**src/hw/rtl/sha1md_pkg.sv**
```systemverilog
// Shared types, constants and round functions for the SHA-1 message digest.
// No dependencies; compiled first.
package sha1md_pkg;

  localparam int unsigned FIFO_DEPTH_DEF = 4;
  localparam int unsigned ROUNDS         = 80;
  localparam logic [7:0]  PAD_BYTE       = 8'h80;
  localparam logic [3:0]  LEN_WORD_POS   = 4'd14;

  localparam logic [31:0] H_INIT_0 = 32'h67452301;
  localparam logic [31:0] H_INIT_1 = 32'hEFCDAB89;
  localparam logic [31:0] H_INIT_2 = 32'h98BADCFE;
  localparam logic [31:0] H_INIT_3 = 32'h10325476;
  localparam logic [31:0] H_INIT_4 = 32'hC3D2E1F0;

  localparam logic [31:0] K_0 = 32'h5A827999;
  localparam logic [31:0] K_1 = 32'h6ED9EBA1;
  localparam logic [31:0] K_2 = 32'h8F1BBCDC;
  localparam logic [31:0] K_3 = 32'hCA62C1D6;

  localparam logic [2:0] LAST_WORD_IDX = 3'd4;

  // One word of the padded message, or the end marker of a message
  typedef struct packed {
    logic        fin;
    logic [31:0] word;
  } sha1md_op_t;

  typedef enum logic [2:0] {
    F_ACCEPT,
    F_PAD_FIRST,
    F_PAD_ZERO,
    F_LEN_HI,
    F_LEN_LO,
    F_FINISH
  } front_state_t;

  typedef enum logic [1:0] {
    B_LOAD,
    B_ROUND,
    B_ADD,
    B_OUT
  } back_state_t;

  function automatic logic [31:0] h_init(input logic [2:0] idx);
    logic [31:0] v;
    case (idx)
      3'd0:    v = H_INIT_0;
      3'd1:    v = H_INIT_1;
      3'd2:    v = H_INIT_2;
      3'd3:    v = H_INIT_3;
      default: v = H_INIT_4;
    endcase
    return v;
  endfunction

  function automatic logic [31:0] round_k(input logic [6:0] rnd);
    logic [31:0] v;
    if (rnd < 7'd20)      v = K_0;
    else if (rnd < 7'd40) v = K_1;
    else if (rnd < 7'd60) v = K_2;
    else                  v = K_3;
    return v;
  endfunction

  function automatic logic [31:0] round_f(input logic [6:0] rnd, input logic [31:0] b,
                                          input logic [31:0] c, input logic [31:0] d);
    logic [31:0] v;
    if (rnd < 7'd20)                      v = (b & c) | (~b & d);
    else if (rnd < 7'd40 || rnd >= 7'd60) v = b ^ c ^ d;
    else                                  v = (b & c) | (b & d) | (c & d);
    return v;
  endfunction

endpackage

```
**src/hw/rtl/sha1md_if.sv**
```systemverilog
// Handshake channels of the SHA-1 message digest: byte input and digest output.
// Depends on nothing; compiled after sha1md_pkg.
interface sha1md_in_if;
  logic       valid;
  logic       ready;
  logic       has_byte;
  logic [7:0] data_byte;
  logic       end_of_message;

  modport source (output valid, has_byte, data_byte, end_of_message, input ready);
  modport sink   (input valid, has_byte, data_byte, end_of_message, output ready);
endinterface

interface sha1md_out_if;
  logic        valid;
  logic        ready;
  logic [31:0] digest_word;
  logic [2:0]  word_index;
  logic        final_word;

  modport source (output valid, digest_word, word_index, final_word, input ready);
  modport sink   (input valid, digest_word, word_index, final_word, output ready);
endinterface

```
**src/hw/rtl/sha1_message_digest.sv**
```systemverilog
// SHA-1 message digest, top level: front end, operation queue and compression back end.
// Depends on sha1md_pkg, sha1md_if, sha1md_front, sha1md_fifo, sha1md_back.
//
// Feed the message one byte beat at a time on in_chan (has_byte set); mark the
// last beat with end_of_message, which may carry a byte or none, so an empty
// message is hashed by a lone end beat. A beat with neither flag is taken and
// ignored. After the end beat the block pads the message, appends the 64-bit
// bit count (wrapping at 2^64) and returns the five digest words on out_chan,
// H0 first, word_index 0 to 4, final_word set on the last; it then starts a
// fresh message by itself. The front end packs bytes into words and takes one
// beat per cycle until the queue between the two halves fills. While the back
// end runs the 80 rounds and the chaining add, the front with the default
// queue of four words takes only 16 bytes and then stalls, and the other 48
// bytes of the block follow at one per cycle while the back end shifts words
// into its schedule line. The end beat adds the padding words, one or two
// extra compressions and five output beats. The output beat sits in its own
// register, so the front keeps taking bytes of the next message, until the
// queue fills, while the digest waits to be taken.
module sha1_message_digest
  import sha1md_pkg::*;
#(
  parameter int unsigned FIFO_DEPTH = FIFO_DEPTH_DEF
) (
  input  logic         clk,
  input  logic         rst_n,
  sha1md_in_if.sink    in_chan,
  sha1md_out_if.source out_chan
);

  logic       push_valid, push_ready;
  logic       pop_valid, pop_ready;
  sha1md_op_t push_op, pop_op;

  // Bytes in, padded word stream out
  sha1md_front u_front (
    .clk        (clk),
    .rst_n      (rst_n),
    .in_chan    (in_chan),
    .push_valid (push_valid),
    .push_ready (push_ready),
    .push_op    (push_op)
  );

  // Decouple packing from compression
  sha1md_fifo #(
    .DEPTH (FIFO_DEPTH)
  ) u_fifo (
    .clk        (clk),
    .rst_n      (rst_n),
    .push_valid (push_valid),
    .push_ready (push_ready),
    .push_op    (push_op),
    .pop_valid  (pop_valid),
    .pop_ready  (pop_ready),
    .pop_op     (pop_op)
  );

  // Rounds and digest output
  sha1md_back u_back (
    .clk       (clk),
    .rst_n     (rst_n),
    .pop_valid (pop_valid),
    .pop_ready (pop_ready),
    .pop_op    (pop_op),
    .out_chan  (out_chan)
  );

endmodule

```
**src/hw/rtl/sha1md_fifo.sv**
```systemverilog
// Short operation queue between the packing front end and the compression back end.
// Depends on sha1md_pkg.
module sha1md_fifo
  import sha1md_pkg::*;
#(
  parameter int unsigned DEPTH = FIFO_DEPTH_DEF
) (
  input  logic       clk,
  input  logic       rst_n,
  input  logic       push_valid,
  output logic       push_ready,
  input  sha1md_op_t push_op,
  output logic       pop_valid,
  input  logic       pop_ready,
  output sha1md_op_t pop_op
);

  localparam int unsigned PTR_W = (DEPTH > 1) ? $clog2(DEPTH) : 1;
  localparam int unsigned CNT_W = $clog2(DEPTH + 1);

  sha1md_op_t       mem_r [DEPTH];
  logic [PTR_W-1:0] wr_ptr_r, wr_ptr_nxt;
  logic [PTR_W-1:0] rd_ptr_r, rd_ptr_nxt;
  logic [CNT_W-1:0] count_r, count_nxt;
  logic             do_push, do_pop;

  assign push_ready = (count_r != CNT_W'(DEPTH));
  assign pop_valid  = (count_r != '0);
  assign pop_op     = mem_r[rd_ptr_r];
  assign do_push    = push_valid && push_ready;
  assign do_pop     = pop_valid && pop_ready;

  always_comb begin
    wr_ptr_nxt = wr_ptr_r;
    rd_ptr_nxt = rd_ptr_r;
    count_nxt  = count_r;
    if (do_push) begin
      wr_ptr_nxt = (wr_ptr_r == PTR_W'(DEPTH - 1)) ? '0 : wr_ptr_r + 1'b1;
    end
    if (do_pop) begin
      rd_ptr_nxt = (rd_ptr_r == PTR_W'(DEPTH - 1)) ? '0 : rd_ptr_r + 1'b1;
    end
    if (do_push && !do_pop) count_nxt = count_r + 1'b1;
    else if (!do_push && do_pop) count_nxt = count_r - 1'b1;
  end

  always_ff @(posedge clk) begin
    if (!rst_n) begin
      wr_ptr_r <= '0;
      rd_ptr_r <= '0;
      count_r  <= '0;
    end else begin
      wr_ptr_r <= wr_ptr_nxt;
      rd_ptr_r <= rd_ptr_nxt;
      count_r  <= count_nxt;
    end
  end

  always_ff @(posedge clk) begin
    if (do_push) mem_r[wr_ptr_r] <= push_op;
  end

endmodule

```
**src/hw/rtl/sha1md_front.sv**
```systemverilog
// Front end: takes byte beats, packs them big-endian into words, counts the
// message length and emits the padding and length words. Depends on sha1md_pkg, sha1md_if.
module sha1md_front
  import sha1md_pkg::*;
(
  input  logic        clk,
  input  logic        rst_n,
  sha1md_in_if.sink   in_chan,
  output logic        push_valid,
  input  logic        push_ready,
  output sha1md_op_t  push_op
);

  front_state_t state_r, state_nxt;
  logic [31:0]  acc_r, acc_nxt;
  logic [5:0]   pos_r, pos_nxt;        // bytes held in the current block
  logic [60:0]  cnt_r, cnt_nxt;        // message length in bytes, mod 2^61
  logic [3:0]   wcnt_r, wcnt_nxt;      // word position during padding
  logic         extra_r, extra_nxt;    // length does not fit: one more block
  logic [31:0]  byte_word, pad_word;

  assign byte_word = {24'b0, in_chan.data_byte} << {~pos_r[1:0], 3'b000};
  assign pad_word  = (pos_r[1:0] == 2'd0) ? {PAD_BYTE, 24'b0}
                   : (acc_r | ({24'b0, PAD_BYTE} << {~pos_r[1:0], 3'b000}));

  always_comb begin
    state_nxt     = state_r;
    acc_nxt       = acc_r;
    pos_nxt       = pos_r;
    cnt_nxt       = cnt_r;
    wcnt_nxt      = wcnt_r;
    extra_nxt     = extra_r;
    push_valid    = 1'b0;
    push_op       = '0;
    in_chan.ready = 1'b0;
    case (state_r)
      F_ACCEPT: begin
        in_chan.ready = push_ready;
        if (in_chan.valid && push_ready) begin
          if (in_chan.has_byte) begin
            acc_nxt = (pos_r[1:0] == 2'd0) ? byte_word : (acc_r | byte_word);
            pos_nxt = pos_r + 1'b1;
            cnt_nxt = cnt_r + 1'b1;
            if (pos_r[1:0] == 2'd3) begin
              push_valid   = 1'b1;
              push_op.word = acc_nxt;
            end
          end
          if (in_chan.end_of_message) state_nxt = F_PAD_FIRST;
        end
      end
      F_PAD_FIRST: begin
        push_valid   = 1'b1;
        push_op.word = pad_word;
        if (push_ready) begin
          wcnt_nxt  = pos_r[5:2] + 1'b1;
          extra_nxt = (pos_r[5:2] == LEN_WORD_POS);
          state_nxt = F_PAD_ZERO;
        end
      end
      F_PAD_ZERO: begin
        if (wcnt_r == LEN_WORD_POS && !extra_r) begin
          state_nxt = F_LEN_HI;
        end else begin
          push_valid = 1'b1;
          if (push_ready) begin
            wcnt_nxt = wcnt_r + 1'b1;
            if (wcnt_r == 4'd15) extra_nxt = 1'b0;
          end
        end
      end
      F_LEN_HI: begin
        push_valid   = 1'b1;
        push_op.word = cnt_r[60:29];
        if (push_ready) state_nxt = F_LEN_LO;
      end
      F_LEN_LO: begin
        push_valid   = 1'b1;
        push_op.word = {cnt_r[28:0], 3'b000};
        if (push_ready) state_nxt = F_FINISH;
      end
      F_FINISH: begin
        push_valid  = 1'b1;
        push_op.fin = 1'b1;
        if (push_ready) begin
          pos_nxt   = '0;
          cnt_nxt   = '0;
          state_nxt = F_ACCEPT;
        end
      end
      default: state_nxt = F_ACCEPT;
    endcase
  end

  always_ff @(posedge clk) begin
    if (!rst_n) begin
      state_r <= F_ACCEPT;
      pos_r   <= '0;
      cnt_r   <= '0;
      wcnt_r  <= '0;
      extra_r <= 1'b0;
    end else begin
      state_r <= state_nxt;
      pos_r   <= pos_nxt;
      cnt_r   <= cnt_nxt;
      wcnt_r  <= wcnt_nxt;
      extra_r <= extra_nxt;
    end
  end

  always_ff @(posedge clk) begin
    acc_r <= acc_nxt;
  end

endmodule

```
**src/hw/rtl/sha1md_back.sv**
```systemverilog
// Back end: gathers sixteen words into the schedule shift line, runs the 80
// rounds one per cycle and emits the digest words. Depends on sha1md_pkg, sha1md_if.
module sha1md_back
  import sha1md_pkg::*;
(
  input  logic        clk,
  input  logic        rst_n,
  input  logic        pop_valid,
  output logic        pop_ready,
  input  sha1md_op_t  pop_op,
  sha1md_out_if.source out_chan
);

  back_state_t state_r, state_nxt;
  logic [31:0] h_r [5];
  logic [31:0] h_nxt [5];
  logic [31:0] a_r, b_r, c_r, d_r, e_r;
  logic [31:0] a_nxt, b_nxt, c_nxt, d_nxt, e_nxt;
  logic [31:0] sched_r [16];
  logic [31:0] sched_nxt [16];
  logic [3:0]  wcnt_r, wcnt_nxt;
  logic [6:0]  round_r, round_nxt;
  logic [2:0]  k_r, k_nxt;
  logic        out_valid_r, out_valid_nxt;
  logic [31:0] out_word_r, out_word_nxt;
  logic [2:0]  out_idx_r, out_idx_nxt;
  logic [31:0] t_sum, w_new, w_xor;

  assign w_xor = sched_r[13] ^ sched_r[8] ^ sched_r[2] ^ sched_r[0];
  assign w_new = {w_xor[30:0], w_xor[31]};
  assign t_sum = {a_r[26:0], a_r[31:27]} + round_f(round_r, b_r, c_r, d_r) + e_r
               + round_k(round_r) + sched_r[0];

  assign pop_ready            = (state_r == B_LOAD);
  assign out_chan.valid       = out_valid_r;
  assign out_chan.digest_word = out_word_r;
  assign out_chan.word_index  = out_idx_r;
  assign out_chan.final_word  = (out_idx_r == LAST_WORD_IDX);

  always_comb begin
    state_nxt     = state_r;
    h_nxt         = h_r;
    a_nxt         = a_r;
    b_nxt         = b_r;
    c_nxt         = c_r;
    d_nxt         = d_r;
    e_nxt         = e_r;
    sched_nxt     = sched_r;
    wcnt_nxt      = wcnt_r;
    round_nxt     = round_r;
    k_nxt         = k_r;
    out_word_nxt  = out_word_r;
    out_idx_nxt   = out_idx_r;
    out_valid_nxt = out_valid_r && !out_chan.ready;
    case (state_r)
      B_LOAD: begin
        if (pop_valid) begin
          if (pop_op.fin) begin
            k_nxt     = '0;
            state_nxt = B_OUT;
          end else begin
            for (int i = 0; i < 15; i++) sched_nxt[i] = sched_r[i + 1];
            sched_nxt[15] = pop_op.word;
            wcnt_nxt      = wcnt_r + 1'b1;
            if (wcnt_r == 4'd15) begin
              a_nxt     = h_r[0];
              b_nxt     = h_r[1];
              c_nxt     = h_r[2];
              d_nxt     = h_r[3];
              e_nxt     = h_r[4];
              round_nxt = '0;
              state_nxt = B_ROUND;
            end
          end
        end
      end
      B_ROUND: begin
        a_nxt = t_sum;
        b_nxt = a_r;
        c_nxt = {b_r[1:0], b_r[31:2]};
        d_nxt = c_r;
        e_nxt = d_r;
        for (int i = 0; i < 15; i++) sched_nxt[i] = sched_r[i + 1];
        sched_nxt[15] = w_new;
        round_nxt     = round_r + 1'b1;
        if (round_r == 7'(ROUNDS - 1)) state_nxt = B_ADD;
      end
      B_ADD: begin
        h_nxt[0]  = h_r[0] + a_r;
        h_nxt[1]  = h_r[1] + b_r;
        h_nxt[2]  = h_r[2] + c_r;
        h_nxt[3]  = h_r[3] + d_r;
        h_nxt[4]  = h_r[4] + e_r;
        state_nxt = B_LOAD;
      end
      B_OUT: begin
        if (!out_valid_r || out_chan.ready) begin
          out_valid_nxt = 1'b1;
          out_word_nxt  = h_r[k_r];
          out_idx_nxt   = k_r;
          k_nxt         = k_r + 1'b1;
          if (k_r == LAST_WORD_IDX) begin
            for (int i = 0; i < 5; i++) h_nxt[i] = h_init(3'(i));
            state_nxt = B_LOAD;
          end
        end
      end
      default: state_nxt = B_LOAD;
    endcase
  end

  always_ff @(posedge clk) begin
    if (!rst_n) begin
      state_r     <= B_LOAD;
      wcnt_r      <= '0;
      round_r     <= '0;
      k_r         <= '0;
      out_valid_r <= 1'b0;
      for (int i = 0; i < 5; i++) h_r[i] <= h_init(3'(i));
    end else begin
      state_r     <= state_nxt;
      wcnt_r      <= wcnt_nxt;
      round_r     <= round_nxt;
      k_r         <= k_nxt;
      out_valid_r <= out_valid_nxt;
      h_r         <= h_nxt;
    end
  end

  always_ff @(posedge clk) begin
    a_r        <= a_nxt;
    b_r        <= b_nxt;
    c_r        <= c_nxt;
    d_r        <= d_nxt;
    e_r        <= e_nxt;
    sched_r    <= sched_nxt;
    out_word_r <= out_word_nxt;
    out_idx_r  <= out_idx_nxt;
  end

endmodule
```
**src/flat_wrapper.sv**
```systemverilog
// flat-port wrapper written by rule: the top's interface ports become plain ports
module sha1_message_digest_flat import sha1md_pkg::*;
#(
  parameter int unsigned FIFO_DEPTH = FIFO_DEPTH_DEF
)
  (clk, rst_n, in_chan_valid, in_chan_has_byte, in_chan_data_byte, in_chan_end_of_message, in_chan_ready, out_chan_valid, out_chan_digest_word, out_chan_word_index, out_chan_final_word, out_chan_ready);
  sha1md_in_if in_chan_i ();
  sha1md_out_if out_chan_i ();
  input  logic clk;
  input  logic rst_n;
  input wire logic [$bits(in_chan_i.valid)-1:0] in_chan_valid;
  input wire logic [$bits(in_chan_i.has_byte)-1:0] in_chan_has_byte;
  input wire logic [$bits(in_chan_i.data_byte)-1:0] in_chan_data_byte;
  input wire logic [$bits(in_chan_i.end_of_message)-1:0] in_chan_end_of_message;
  output wire logic [$bits(in_chan_i.ready)-1:0] in_chan_ready;
  output wire logic [$bits(out_chan_i.valid)-1:0] out_chan_valid;
  output wire logic [$bits(out_chan_i.digest_word)-1:0] out_chan_digest_word;
  output wire logic [$bits(out_chan_i.word_index)-1:0] out_chan_word_index;
  output wire logic [$bits(out_chan_i.final_word)-1:0] out_chan_final_word;
  input wire logic [$bits(out_chan_i.ready)-1:0] out_chan_ready;
  assign in_chan_i.valid = in_chan_valid;
  assign in_chan_i.has_byte = in_chan_has_byte;
  assign in_chan_i.data_byte = in_chan_data_byte;
  assign in_chan_i.end_of_message = in_chan_end_of_message;
  assign in_chan_ready = in_chan_i.ready;
  assign out_chan_valid = out_chan_i.valid;
  assign out_chan_digest_word = out_chan_i.digest_word;
  assign out_chan_word_index = out_chan_i.word_index;
  assign out_chan_final_word = out_chan_i.final_word;
  assign out_chan_i.ready = out_chan_ready;
  sha1_message_digest #(.FIFO_DEPTH(FIFO_DEPTH)) u_core (.clk(clk), .rst_n(rst_n), .in_chan(in_chan_i), .out_chan(out_chan_i));
endmodule
```
**config.mk**
```make
export PLATFORM = sky130hd
export DESIGN_NAME = sha1_message_digest_flat
export DESIGN_NICKNAME = d
export VERILOG_FILES = /design/src/hw/rtl/sha1md_pkg.sv /design/src/hw/rtl/sha1md_if.sv /design/src/hw/rtl/sha1_message_digest.sv /design/src/hw/rtl/sha1md_fifo.sv /design/src/hw/rtl/sha1md_front.sv /design/src/hw/rtl/sha1md_back.sv /design/src/flat_wrapper.sv
export SDC_FILE = /design/constraint.sdc
export NUM_CORES = 2
export LEC_CHECK = 0
export BUFFER_PORTS_ARGS = -buffer_cell sky130_fd_sc_hd__buf_2
export CORE_UTILIZATION = 60
export DETAILED_ROUTE_END_ITERATION = 16
export PLACE_DENSITY = 0.76
export SLEW_MARGIN = 20
export SYNTH_ARGS = -nofsm -noshare
export SYNTH_HDL_FRONTEND = slang
export SYNTH_HIERARCHICAL = 1
export SYNTH_SLANG_ARGS = --single-unit
```
**constraint.sdc**
```tcl
create_clock -name clk -period 46 [get_ports clk]
set_input_delay 9.2 -clock clk [delete_from_list [all_inputs] [get_ports clk]]
set_output_delay 9.2 -clock clk [all_outputs]
set_load 0.005 [all_outputs]
```
==> results by group <==
Status
  – Status: complete, no violations

Clock tree
  – Setup bufs post-CTS: 0
  – Clock root cell: clkbuf_16
  – CTS max path bufs: 3
  – Cts bufs inserted: 114
  – Clock tree from TritonCTS: yes
  – Worst-skew pair later-pin latency: approximately 0.73 ns
  – Reg clk slew, reported paths: ~0.060 ns
  – Sinks on the clock net: between 1,000 and 1,500
  – CTS resizes: 0
  – H-tree depth: 3
  – Cts hold-fix bufs: 0

Worst setup path
  – R2R Path Start: u_core/u_back/round_r[4]
  – Critical Path End: u_core/u_back/h_r[159]
  – Critical R2R Capture: u_core/u_back/a_r[28]
  – Slowest CP cell: buf_4
  – Crit path max fanout: 59
  – Crit path capture type: register
  – Worst path max stage delay: 0.61 ns
  – R2r setup slk: slightly below 40 ns
  – Crit Path Class: primary input to register
  – CP Launch Point: rst_n
  – Crit start category: primary input
  – Crit path cell chain: buf_4, buf_4, buf_4, and2_1, buf_4, nand3_1, mux2i_1, a21oi_1, a31oi_1
  – Critical path's most frequent cell: buf_4
  – Top delay family on crit path: buffers and inverters
  – WP buf/inv: 4
  – Critical path arrival: 12.21 ns
  – Stages on worst setup path: 9
  – Register-to-Register Path Depth: 20
  – CP Data Required Time: between 40 and 50 ns

STA
  – Hold_ws: 0.392 ns
  – Slew at the pin closest to its max-slew limit: 1.12 ns
  – Tmin final: between 10 and 15 ns
  – Setup TNS Final: 0 ns
  – Setup violations, final: 0
  – Worst rel slew slack: 0.237
  – Clock skew: slightly below 0.06 ns
  – Fin. max-slew vios: 0
  – Final worst slack: around 34 ns
  – Final Cycle Share: 0.252
  – Highest clock rate: 0.0863 GHz
  – RSZ-0062 raised after global routing: no
  – Count of final hold-check violations: 0

Logic synthesis
  – Syn_nets: 5,067
  – Sequential share of the synthesized area: 0.564
  – Synthesis Warnings: 6
  – Syn Std Cell Area: 55,700 um^2
  – Synth top area share: 0.470
  – Syn Area/Cell: between 10 and 15 um^2
  – EDFF count, synth: 871
  – Top FF cell, synth: edfxtp_1
  – Netlist cell types: 94
  – Synth Register Bits: ~1,100
  – Post-Syn Instances: 4,720
  – Yosys top cell by area: edfxtp_1
  – Synth top area cells: edfxtp_1 (47%), dfxtp_1 (9.4%), ha_1 (4.7%)
  – Async SR Flop Fraction: 0

Min path
  – Hold Path Class: register to register
  – WHS Path Cells: 0

Floorplanning
  – # IOs: 52
  – Die Width: 307 um
  – Rows: 111
  – Core Region: approximately 90,000 um^2
  – Initial Util: 0.606
  – Chip height: 307 um
  – Die Area: 94,000 um^2

Route
  – Drt via density: 6.15
  – DR DRC count: 0
  – Initial DRC Count: 3,976
  – Detailed Routing Iterations Pass 1: 7
  – Routed len/inst: roughly 22 um
  – Post-route ant nets: 0
  – Via count: between 30,000 and 40,000
  – Final WL: 134,000 um

Place
  – DP Area: around 57,000 um^2
  – Place WS: between 30 and 40 ns
  – GPL Wtd Cong: 0.964
  – Post-detail-place hpwl: 89,300 um
  – Port Buf Inserts: between 50 and 60

Global routing
  – Global-route usage over all layers: 0.286
  – Largest net degree at the start of global routing: between 200 and 250
  – First-pass GRT wire length: slightly above 200,000 um
  – Initial antenna violation count: 1
  – Grt ovf: 0
  – Vias in the first global route: 36,003

Layout
  – Nets@finish: 5,107
  – # fillers: 6,598
  – Share of cells above drive strength 1: 0.0811
  – Most common cell after layout, fill and taps aside: edfxtp_1
  – Fin area: roughly 60,000 um^2
  – Most frequent cells in the layout: edfxtp_1 (871), nand2_1 (669), o21ai_0 (269)
  – Area overhead of the layout relative to synthesis: 9.81%

Job
  – Max_cap viols: 0
[worst min path at each step]
stage                                from                          to  slack, ns
6_report        u_core/u_back/sched_r[29]   u_core/u_back/sched_r[61]       0.39
4_1_cts         u_core/u_back/sched_r[29]   u_core/u_back/sched_r[61]       0.38
3_5_place_dp   u_core/u_back/sched_r[104]  u_core/u_back/sched_r[136]       0.40
2_1_floorplan   u_core/u_back/sched_r[96]  u_core/u_back/sched_r[128]       0.40
3_3_place_gp   u_core/u_back/sched_r[453]  u_core/u_back/sched_r[485]       0.40
5_1_grt        u_core/u_back/sched_r[123]  u_core/u_back/sched_r[155]       0.39
[worst register-to-register path, cell delays in order, from the launching register on]
cell and delay, ns:
dfxtp_1 0.37, a41oi_1 0.85, nand2_1 0.11, buf_4 0.28
inv_1 0.13, a21oi_2 0.04, buf_4 0.30, a221oi_1 0.89
fa_1 0.60, fa_1 0.52, inv_1 0.04, ha_1 0.23
or3_1 0.36, nor3_1 0.29, o21bai_1 0.18, o21ai_1 0.37
a311oi_1 0.26, o41ai_1 0.58, a21oi_1 0.18, o21a_1 0.20
o31ai_1 0.23
[kinds of logic after synthesis]
logic type | after synthesis | synth area share
muxes | 115 | 0.0352
adders and majority gates | 333 | 0.0918
buffers and inverters | 427 | 0.0295
and+or+nand+nor | 1427 | 0.120
AOI/OAI and AO/OA | 1013 | 0.117
DFF | 1132 | 0.564
xor gates and xnor gates | 273 | 0.0430
[cell type report]
cell class                 instances  area, um^2  share of cell area
clock inverter                    67         801              0.0131
tap                             1243        1560              0.0254
timing repair buffer              97         628              0.0103
multi-input combinational       3161       22700               0.372
sequential                      1132       31400               0.513
clock buffer                     150        3080              0.0504
inverter                         254         953              0.0156
antenna                            2        5.00           0.0000819
[sequential cells by signal, indices dropped and copies added, names as in the netlist, 32 cells and up, named ones only]
register	flops
u_core/u_back/sched_r	512
u_core/u_back/h_r	160
u_core/u_fifo/mem_r	132
u_core/u_front/cnt_r	61
u_core/u_back/a_r	32
u_core/u_back/b_r	32
u_core/u_back/c_r	32
u_core/u_back/d_r	32
u_core/u_back/e_r	32
u_core/u_back/out_chan.digest_word	32
u_core/u_front/acc_r	32
[per-stage QoR]
stage                      util  instances
final                     0.666       6106
after global routing      0.666       6104
after CTS                 0.666       6104
after detailed placement  0.624       5887
after global placement    0.624       5887
after floorplan               -       4720
[layer usage]
metal | GRT usage | wire length, um | up-vias
met5 | 0 | 0 | -
li1 | - | - | 17205
met2 | 0.448 | 61700 | 1608
met3 | 0.0442 | 10900 | 296
met4 | 0.119 | 5880 | 0
met1 | 0.402 | 55400 | 18430
[cells in the mapped netlist (29+ instances only)]
library cell / instances
a22oi_1: 67
xor2_1: 88
nor3_1: 46
mux4_2: 64
o21ai_0: 269
edfxtp_1: 871
a21o_1: 120
dfxtp_1: 261
o31ai_1: 29
nor2_1: 222
or3_1: 46
nand3_1: 132
nand2_1: 671
fa_1: 126
nor2b_1: 101
xnor2_1: 185
o21a_1: 40
mux2i_1: 46
o22ai_1: 56
inv_1: 254
a21oi_1: 214
ha_1: 207
nand2b_1: 33
clkbuf_1: 138
nand4_1: 34
a211oi_1: 29
Power is left out: the tool's default activity adds up to more than one toggle a clock period on the data nets, which glitch-free logic cannot reach.
